[src/hw/rtl/tepq_pkg.sv]
package tepq_pkg;

	localparam int DEPTH      = 16;
	localparam int TIME_BITS  = 64;
	localparam int PHASE_BITS = 2;
	localparam int DELTA_BITS = 16;
	localparam int ID_BITS    = 32;
	localparam int LIVE_BITS  = $clog2(DEPTH + 1);
	localparam int ORDER_BITS = 32;

	typedef enum logic [1:0] {
		ACT_SCHED_ABS = 2'd0,
		ACT_SCHED_REL = 2'd1,
		ACT_CANCEL    = 2'd2,
		ACT_STEP      = 2'd3
	} action_t;

	typedef enum logic [3:0] {
		ST_SCHEDULED  = 4'd0,
		ST_CANCELLED  = 4'd1,
		ST_MISS       = 4'd2,
		ST_DISPATCHED = 4'd3,
		ST_ADVANCED   = 4'd4,
		ST_PAST       = 4'd5,
		ST_BEFORE     = 4'd6,
		ST_OVERFLOW   = 4'd7,
		ST_EARLY      = 4'd8,
		ST_FULL       = 4'd9
	} status_t;

	typedef enum logic [1:0] {
		CELL_HOLD   = 2'd0,
		CELL_INSERT = 2'd1,
		CELL_CANCEL = 2'd2,
		CELL_POP    = 2'd3
	} cell_op_t;

	// control broadcast to every cell of the chain
	typedef struct packed {
		logic     en;
		cell_op_t op;
	} cell_ctl_t;

endpackage

[src/hw/rtl/tepq_cell.sv]
module tepq_cell #(
	parameter int TIME_BITS  = 64,
	parameter int PHASE_BITS = 2,
	parameter int DELTA_BITS = 16,
	parameter int ID_BITS    = 32,
	parameter int ORD_BITS   = 32
) (
	input  logic                  clk,
	input  logic                  arst_n,
	input  tepq_pkg::cell_ctl_t   ctl,
	input  logic [TIME_BITS-1:0]  new_tick,
	input  logic [PHASE_BITS-1:0] new_phase,
	input  logic [DELTA_BITS-1:0] new_delta,
	input  logic [ORD_BITS-1:0]   new_order,
	input  logic [ID_BITS-1:0]    new_id,
	input  logic [ID_BITS-1:0]    tid,
	input  logic                  l_valid,
	input  logic [TIME_BITS-1:0]  l_tick,
	input  logic [PHASE_BITS-1:0] l_phase,
	input  logic [DELTA_BITS-1:0] l_delta,
	input  logic [ORD_BITS-1:0]   l_order,
	input  logic [ID_BITS-1:0]    l_id,
	input  logic                  r_valid,
	input  logic [TIME_BITS-1:0]  r_tick,
	input  logic [PHASE_BITS-1:0] r_phase,
	input  logic [DELTA_BITS-1:0] r_delta,
	input  logic [ORD_BITS-1:0]   r_order,
	input  logic [ID_BITS-1:0]    r_id,
	input  logic                  g_in,
	input  logic                  found_in,
	output logic                  valid,
	output logic [TIME_BITS-1:0]  tick,
	output logic [PHASE_BITS-1:0] phase,
	output logic [DELTA_BITS-1:0] delta,
	output logic [ORD_BITS-1:0]   order,
	output logic [ID_BITS-1:0]    id,
	output logic                  g_out,
	output logic                  found_out
);
	import tepq_pkg::*;

	logic                  valid_q;
	logic [TIME_BITS-1:0]  tick_q;
	logic [PHASE_BITS-1:0] phase_q;
	logic [DELTA_BITS-1:0] delta_q;
	logic [ORD_BITS-1:0]   order_q;
	logic [ID_BITS-1:0]    id_q;
	logic                  take_new, take_l, take_r;

	// new stamp belongs at or before this cell
	assign g_out = !valid_q ||
		({new_tick, new_phase, new_delta, new_order} < {tick_q, phase_q, delta_q, order_q});
	// first matching id wins, everything from it onwards moves left
	assign found_out = found_in || (valid_q && id_q == tid);

	always_comb begin
		take_new = 1'b0;
		take_l   = 1'b0;
		take_r   = 1'b0;
		if (ctl.en) begin
			unique case (ctl.op)
				CELL_INSERT: begin
					take_l   = g_out && g_in;
					take_new = g_out && !g_in;
				end
				CELL_CANCEL: take_r = found_out;
				CELL_POP:    take_r = 1'b1;
				default:     ;
			endcase
		end
	end

	// occupancy
	always_ff @(posedge clk or negedge arst_n) begin
		if (!arst_n) begin
			valid_q <= 1'b0;
		end else if (take_new) begin
			valid_q <= 1'b1;
		end else if (take_l) begin
			valid_q <= l_valid;
		end else if (take_r) begin
			valid_q <= r_valid;
		end
	end

	// event payload
	always_ff @(posedge clk) begin
		if (take_new) begin
			tick_q  <= new_tick;
			phase_q <= new_phase;
			delta_q <= new_delta;
			order_q <= new_order;
			id_q    <= new_id;
		end else if (take_l) begin
			tick_q  <= l_tick;
			phase_q <= l_phase;
			delta_q <= l_delta;
			order_q <= l_order;
			id_q    <= l_id;
		end else if (take_r) begin
			tick_q  <= r_tick;
			phase_q <= r_phase;
			delta_q <= r_delta;
			order_q <= r_order;
			id_q    <= r_id;
		end
	end

	assign valid = valid_q;
	assign tick  = tick_q;
	assign phase = phase_q;
	assign delta = delta_q;
	assign order = order_q;
	assign id    = id_q;
endmodule

[config.mk]
export PLATFORM = sky130hd
export DESIGN_NAME = tepq_cell
export DESIGN_NICKNAME = d
export VERILOG_FILES = /design/src/hw/rtl/tepq_pkg.sv /design/src/hw/rtl/tepq_cell.sv
export SDC_FILE = /design/constraint.sdc
export NUM_CORES = 1
export LEC_CHECK = 0
export BUFFER_PORTS_ARGS = -buffer_cell sky130_fd_sc_hd__buf_2
export CORE_AREA = 2 2 248 250
export DETAILED_ROUTE_END_ITERATION = 6
export DIE_AREA = 0 0 250 252
export PLACE_DENSITY = 0.48
export SYNTH_ARGS = -nofsm -noshare
export SYNTH_HDL_FRONTEND = slang
export SYNTH_SLANG_ARGS = --single-unit
export TNS_END_PERCENT = 1
[constraint.sdc]
create_clock -name clk -period 12.9 [get_ports clk]
set_clock_uncertainty 0.2 [all_clocks]
set_input_delay 0 -clock clk [delete_from_list [all_inputs] [get_ports clk]]
set_output_delay 0 -clock clk [all_outputs]
set_load 0.03 [all_outputs]
==> results of run 1 <==
## cells by family (layout without fill, tap and decap cells)
kind of cell | count (synthesis) | after routing
xor+xnor | 32 | 32
compound gates | 90 | 90
fa+ha+maj | 113 | 113
other cells | 0 | 4
flops | 147 | 147
buf+inv | 149 | 1080
simple gates | 105 | 105
mux | 292 | 292
## cell usage after synthesis (9+ instances only)
| master | count | area [µm²] |
|---|---|---|
| edfxtp_1 | 146 | 4380 |
| ha_1 | 113 | 1410 |
| xnor2_1 | 28 | 245 |
| inv_1 | 117 | 439 |
| nand4_1 | 27 | 169 |
| buf_12 | 13 | 260 |
| a21oi_1 | 44 | 220 |
| o21ai_0 | 14 | 70.1 |
| mux2_2 | 163 | 1840 |
| nand2_1 | 28 | 105 |
| mux2_4 | 129 | 1940 |
| clkbuf_1 | 16 | 60.1 |
| nand3_1 | 11 | 55.1 |
| nor3_1 | 9 | 45.0 |
| nor2_1 | 9 | 33.8 |
## through the flow
step | hold WS (ns) | setup WS, ns | cell area, µm² | utilization | power (mW)
after global routing | 0.168 | 5.58 | 19300 | 0.321 | 1.79
final | 0.185 | 6.23 | 19300 | 0.321 | 1.70
after global placement | -0.409 | 6.32 | 15600 | 0.260 | 1.04
after floorplan | -0.496 | 6.13 | 11800 | - | 0.875
after CTS | 0.142 | 5.72 | 19300 | 0.321 | 1.73
after detailed placement | -0.417 | 6.27 | 15600 | 0.260 | 1.04
## metal layers
metal	track usage	up-vias	routed length (µm)
li1	-	5292	-
met2	0.259	435	23500
met4	0.0689	0	1690
met1	0.161	5099	18800
met3	0.0393	67	3000
met5	0	-	0
## sequential cells by signal, summed over array words and instances, names as in the netlist
register / flops
id: 32
delta: 16
tick: 64
valid: 1
order: 32
phase: 2
## cell usage in the layout, fill, tap and decap left out, drive strengths merged, types with 18 or more instances in the layout
cell         synthesis  final
a21oi               44     44
buf                 16    634
clkbuf              16     18
dlygate4sd3          0    298
edfxtp             146    146
ha                 113    113
inv                117    119
mux2               292    292
nand2               28     28
nand4               28     28
xnor2               28     28
## worst max-delay path by stage
stage	start	to	depth (start not counted)
CTS	order[28]$_DFFE_PP_	id[6]$_DFFE_PP_	13
detailed placement	order[28]$_DFFE_PP_	tick[63]$_DFFE_PP_	12
finish	order[28]$_DFFE_PP_	tick[63]$_DFFE_PP_	13
floorplan	tick[19]$_DFFE_PP_	delta[0]$_DFFE_PP_	12
global route	order[25]$_DFFE_PP_	id[7]$_DFFE_PP_	13
global placement	order[28]$_DFFE_PP_	tick[63]$_DFFE_PP_	12
## where the power goes
group / internal, mW / switching [mW]
sequential: 0.570 / 0.0190
clock: 0.362 / 0.225
combinational: 0.278 / 0.248
## what timing repair did
item	4_1_cts	5_1_grt
hold buffers	298	0
setup endpoints to repair	0	0
endpoints found under the hold margin	148	0
buffers inserted	0	0
## area by class of cell
cell class | instances | area (µm²) | area share
antenna | 4 | 10.0 | 0.000519
clock buffer | 18 | 429 | 0.0222
clock inverter | 13 | 231 | 0.0120
inverter | 117 | 439 | 0.0228
multi-input combinational | 632 | 6620 | 0.343
sequential | 147 | 4410 | 0.228
tap | 782 | 978 | 0.0507
timing repair buffer | 932 | 6180 | 0.320
## critical path, stage by stage, from the launching register on
cell	delay, ns
edfxtp_1	0.43
inv_1	0.08
ha_1	0.26
a21oi_1	0.17
nand2_1	0.07
a221oi_1	0.43
o21ai_0	0.20
o311ai_1	0.70
nand4_1	0.36
a21boi_4	0.91
buf_4	0.69
buf_4	0.77
mux2_2	0.41
dlygate4sd3_1	0.55
==> impl_metrics.py, run 1 <==
metrics = {
    "global_routing": {
        "grt_max_degree": 87,
        "grt_pass1_wl_mm": 68.1,
        "globalRouteOverflowTotal": 0,
        "grt.total_usage": 0.146,
        "grt_pass1_vias": 11700,
        "antenna_found_initial": 8,
    },
    "clock_network": {
        "tritoncts_num_sinks": 147,
        "clock_path_buffers": 2,
        "tritoncts": "yes",
        "cts_buffers": 17,
        "htreeDepth": 4,
        "cts_root_buf": "clkbuf_16",
        "post_cts_resize_count": 0,
        "clk_pin_slew_ns": 0.07,
        "clkLatencyLatePin_ns": 0.48,
    },
    "yosys": {
        "synth_top_family_by_area": "multiplexers",
        "synth-edff-count": 146,
        "synthAdderAreaFrac": 0.120,
        "synth_area_um2": 11800,
        "yosys.area_share.simple": 0.0494,
        "avgSynthCellArea_um2": 12.7,
        "synth-xor-area-share": 0.0237,
        "synth-warning-count": 0,
        "synth_fp_nets": 1520,
        "ys_types": 52,
        "synth_compound_area_frac": 0.0474,
        "synthCells": 928,
        "synth_seq_cells": 147,
        "async_reset_ff_frac": 0.00680,
        "synthMuxAreaShare": 0.319,
        "ys_seq_area_frac": 0.373,
        "synth_ff_type": "edfxtp_1",
    },
    "floorplanning": {
        "die_h_um": 252,
        "core_um2": 60100,
        "fp.dieArea_um2": 63000,
        "num_rows": 90,
        "die-width_um": 250,
        "start_util": 0.196,
        "pin_count": 628,
    },
    "finish": {
        "fin_cells": 2645,
        "syn_to_final_growth_pct": 63.4,
        "nNetsFinal": 2439,
        "drive_above_1_share": 0.520,
        "n_fill_cell": 6201,
    },
    "timing": {
        "rsz0062_at_grt": "false",
        "setup-tns-final_ns": 0,
        "hold_violations": 0,
        "slew_headroom": 0.264,
        "slew_viol_final": 0,
        "fmax_ghz": 0.150,
        "finalSetupViolCount": 0,
        "worst_slew_pin_slew_ns": 1.10,
        "finalCriticalPeriod_ns": 6.67,
        "fin_crit_sh": 0.517,
    },
    "place": {
        "gp_congestion": 0.840,
        "portBuffers": 627,
        "placed_cells": 2312,
        "dp_hpwl_mm": 37.7,
    },
    "setup_path": {
        "crit_path_end_kind": "register",
        "arrival_ns": 6.69,
        "cp.required_ns": 12.93,
        "critPathMaxFanout": 46,
        "rr_startpoint": "order[28]$_DFFE_PP_",
        "crit_type": "register to register",
        "rrSetupSlack_ns": 6.23,
        "regToRegEndpoint": "tick[63]$_DFFE_PP_",
        "critPathLaunchType": "register",
        "worst_r2r_path_depth": 13,
    },
    "run_status": {
        "status": "finished, final reports clean",
    },
    "detailed_routing": {
        "wl_per_cell_um": 17.8,
        "drtIter0Drc": 409,
        "postRouteAntennaNets": 0,
        "drc": 0,
        "viasPerCell": 4.12,
        "finalWirelength_mm": 47.1,
        "vias": 10900,
        "first_pass_iters": 4,
    },
    "power": {
        "p_leak_nw": 8.92,
        "vdd_ir_drop_max_v": 0.000101,
        "power.density_nw_per_um2": 88.2,
    },
    "job": {
        "timing.max_cap.violations": 0,
    },
    "min_path": {
        "min_path_type": "primary input to asynchronous set/reset pin",
    },
}
(Power assumes the default switching activity.)
==> run 2: changes to the inputs <==
==> constraint.sdc (replaced) <==
create_clock -name clk -period 6.4 [get_ports clk]
set_clock_uncertainty 0.2 [all_clocks]
set_input_delay 0 -clock clk [delete_from_list [all_inputs] [get_ports clk]]
set_output_delay 0 -clock clk [all_outputs]
set_load 0.03 [all_outputs]
==> impl_metrics.py, run 2 (synthesized netlist as in run 1, its figures left out) <==
metrics = {
    "run_status": {
        "status": "finished, final reports clean",
    },
    "setup_path": {
        "path_cells": "inv_1 > ha_1 > a21oi_1 > o21ai_1 > a221oi_1 > o21ai_0 > o311ai_1 > nand4_1 > a21boi_4 > buf_12 > mux2_2 > dlygate4sd3_1",
        "crit_path_end_kind": "register",
        "arrival_ns": 4.88,
        "slowest_stage": "dlygate4sd3_1",
        "critPathLaunchType": "register",
        "rr_startpoint": "order[25]$_DFFE_PP_",
        "crit_start": "order[25]$_DFFE_PP_",
        "rrSetupSlack_ns": 1.56,
        "crit_type": "register to register",
        "cp.required_ns": 6.43,
        "worst_r2r_path_depth": 12,
        "critPathMaxFanout": 80,
        "cpPeakStageDelay_ns": 0.55,
        "regToRegEndpoint": "order[31]$_DFFE_PP_",
    },
    "floorplanning": {
        "core_um2": 60100,
        "die_h_um": 252,
        "num_rows": 90,
        "start_util": 0.196,
        "die-width_um": 250,
        "pin_count": 628,
        "fp.dieArea_um2": 63000,
    },
    "detailed_routing": {
        "finalWirelength_mm": 47.7,
        "drtIter0Drc": 364,
        "drc": 0,
        "wl_per_cell_um": 18.0,
        "vias": 10900,
        "postRouteAntennaNets": 0,
        "viasPerCell": 4.12,
        "first_pass_iters": 4,
    },
    "clock_network": {
        "tritoncts": "yes",
        "cts_root_buf": "clkbuf_16",
        "clkLatencyLatePin_ns": 0.47,
        "tritoncts_num_sinks": 147,
        "clk_pin_slew_ns": 0.08,
        "post_cts_buffers": 0,
        "cts_buffers": 17,
        "htreeDepth": 4,
        "clock_path_buffers": 2,
    },
    "global_routing": {
        "grt_pass1_vias": 11800,
        "grt_pass1_wl_mm": 68.9,
        "grt.total_usage": 0.147,
        "grt_max_degree": 81,
        "globalRouteOverflowTotal": 0,
        "antenna_found_initial": 6,
    },
    "power": {
        "vdd_ir_drop_max_v": 0.000203,
        "p_leak_nw": 8.89,
        "power.density_nw_per_um2": 172,
    },
    "timing": {
        "slew_viol_final": 0,
        "finalSetupViolCount": 0,
        "hold_violations": 0,
        "rsz0062_at_grt": "false",
        "worst_slew_pin_slew_ns": 0.904,
        "fin_crit_sh": 0.757,
        "fmax_ghz": 0.206,
        "setup-tns-final_ns": 0,
        "holdWs_ns": 0.185,
        "fin_ws_ns": 1.56,
        "finalCriticalPeriod_ns": 4.84,
        "slew_headroom": 0.397,
    },
    "job": {
        "timing.max_cap.violations": 0,
    },
    "min_path": {
        "min_path_type": "primary input to asynchronous set/reset pin",
    },
    "finish": {
        "n_fill_cell": 6186,
        "fin_cells": 2643,
        "nNetsFinal": 2438,
        "final_cell_mix": "buf_2 (626), dlygate4sd3_1 (297), mux2_2 (163)",
        "drive_above_1_share": 0.520,
        "syn_to_final_growth_pct": 63.1,
        "largest_register_ffs": 64,
        "layout_commonest_cell": "buf_2",
    },
    "place": {
        "placed_cells": 2312,
        "post-place-ws_ns": 1.96,
        "dp_hpwl_mm": 37.8,
        "gp_congestion": 0.891,
        "portBuffers": 627,
    },
}
run 2: cell types whose count changed in the layout (fill, tap and decap cells not counted), sizes merged:
cell	previous run	this run
clkinv	4	5
bufinv	6	2
diode	4	2
inv	119	121
dlygate4sd3	298	297
clkinvlp	1	3
run 2: routing by layer:
| layer | part of all wire | GRT usage | vias up |
|---|---|---|---|
| met5 | 0.00046 | 0 | - |
| met4 | 0.022 | 0.0469 | 4 |
| met3 | 0.066 | 0.0382 | 51 |
| met2 | 0.52 | 0.272 | 425 |
| met1 | 0.40 | 0.163 | 5128 |
| li1 | - | - | 5290 |
run 2: repair_timing:
item                      4_1_cts  5_1_grt
hold buffers                  297        0
resized for setup               0        0
hold endpoints to repair      148        0
run 2: how the worst max path moves through the flow:
stage                                      to  slack (ns)  cells past startpoint
after detailed placement  order[31]$_DFFE_PP_        1.96                     11
after CTS                 order[31]$_DFFE_PP_        1.39                     12
after global placement    order[31]$_DFFE_PP_        2.04                     11
final                     order[31]$_DFFE_PP_        1.56                     12
after floorplan            delta[0]$_DFFE_PP_        1.37                     12
after global routing      order[31]$_DFFE_PP_        1.18                     12
run 2: metrics by stage:
| stage | util | power [mW] | instance area (µm²) |
|---|---|---|---|
| 3_3_place_gp | 0.261 | 2.11 | 15700 |
| 6_report | 0.320 | 3.32 | 19300 |
| 4_1_cts | 0.320 | 3.37 | 19300 |
| 5_1_grt | 0.320 | 3.49 | 19300 |
| 3_5_place_dp | 0.261 | 2.11 | 15700 |
| 2_1_floorplan | - | 1.76 | 11800 |
run 2: final cells by class:
class | instances | area, µm² | area share
inverter | 117 | 439 | 0.0228
clock inverter | 14 | 153 | 0.00792
tap | 782 | 978 | 0.0508
clock buffer | 18 | 429 | 0.0223
antenna | 2 | 5.00 | 0.000260
timing repair buffer | 931 | 6230 | 0.323
multi-input combinational | 632 | 6620 | 0.344
sequential | 147 | 4410 | 0.229
run 2: critical path: cells and delay by family (launching register included):
kind / cells / cell delay (ns)
AOI/OAI and AO/OA: 6 / 1.64
adders and majority gates: 1 / 0.25
buffers and inverters: 3 / 1.06
DFF: 1 / 0.46
muxes: 1 / 0.41
and+or+nand+nor: 1 / 0.29
run 2: power by group:
| part | switching [mW] | total [mW] | internal, mW | leakage, nW |
|---|---|---|---|---|
| Clock | 0.479 | 1.06 | 0.578 | 0.275 |
| Combinational | 0.503 | 1.07 | 0.567 | 7.23 |
| Sequential | 0.0424 | 1.19 | 1.15 | 1.39 |
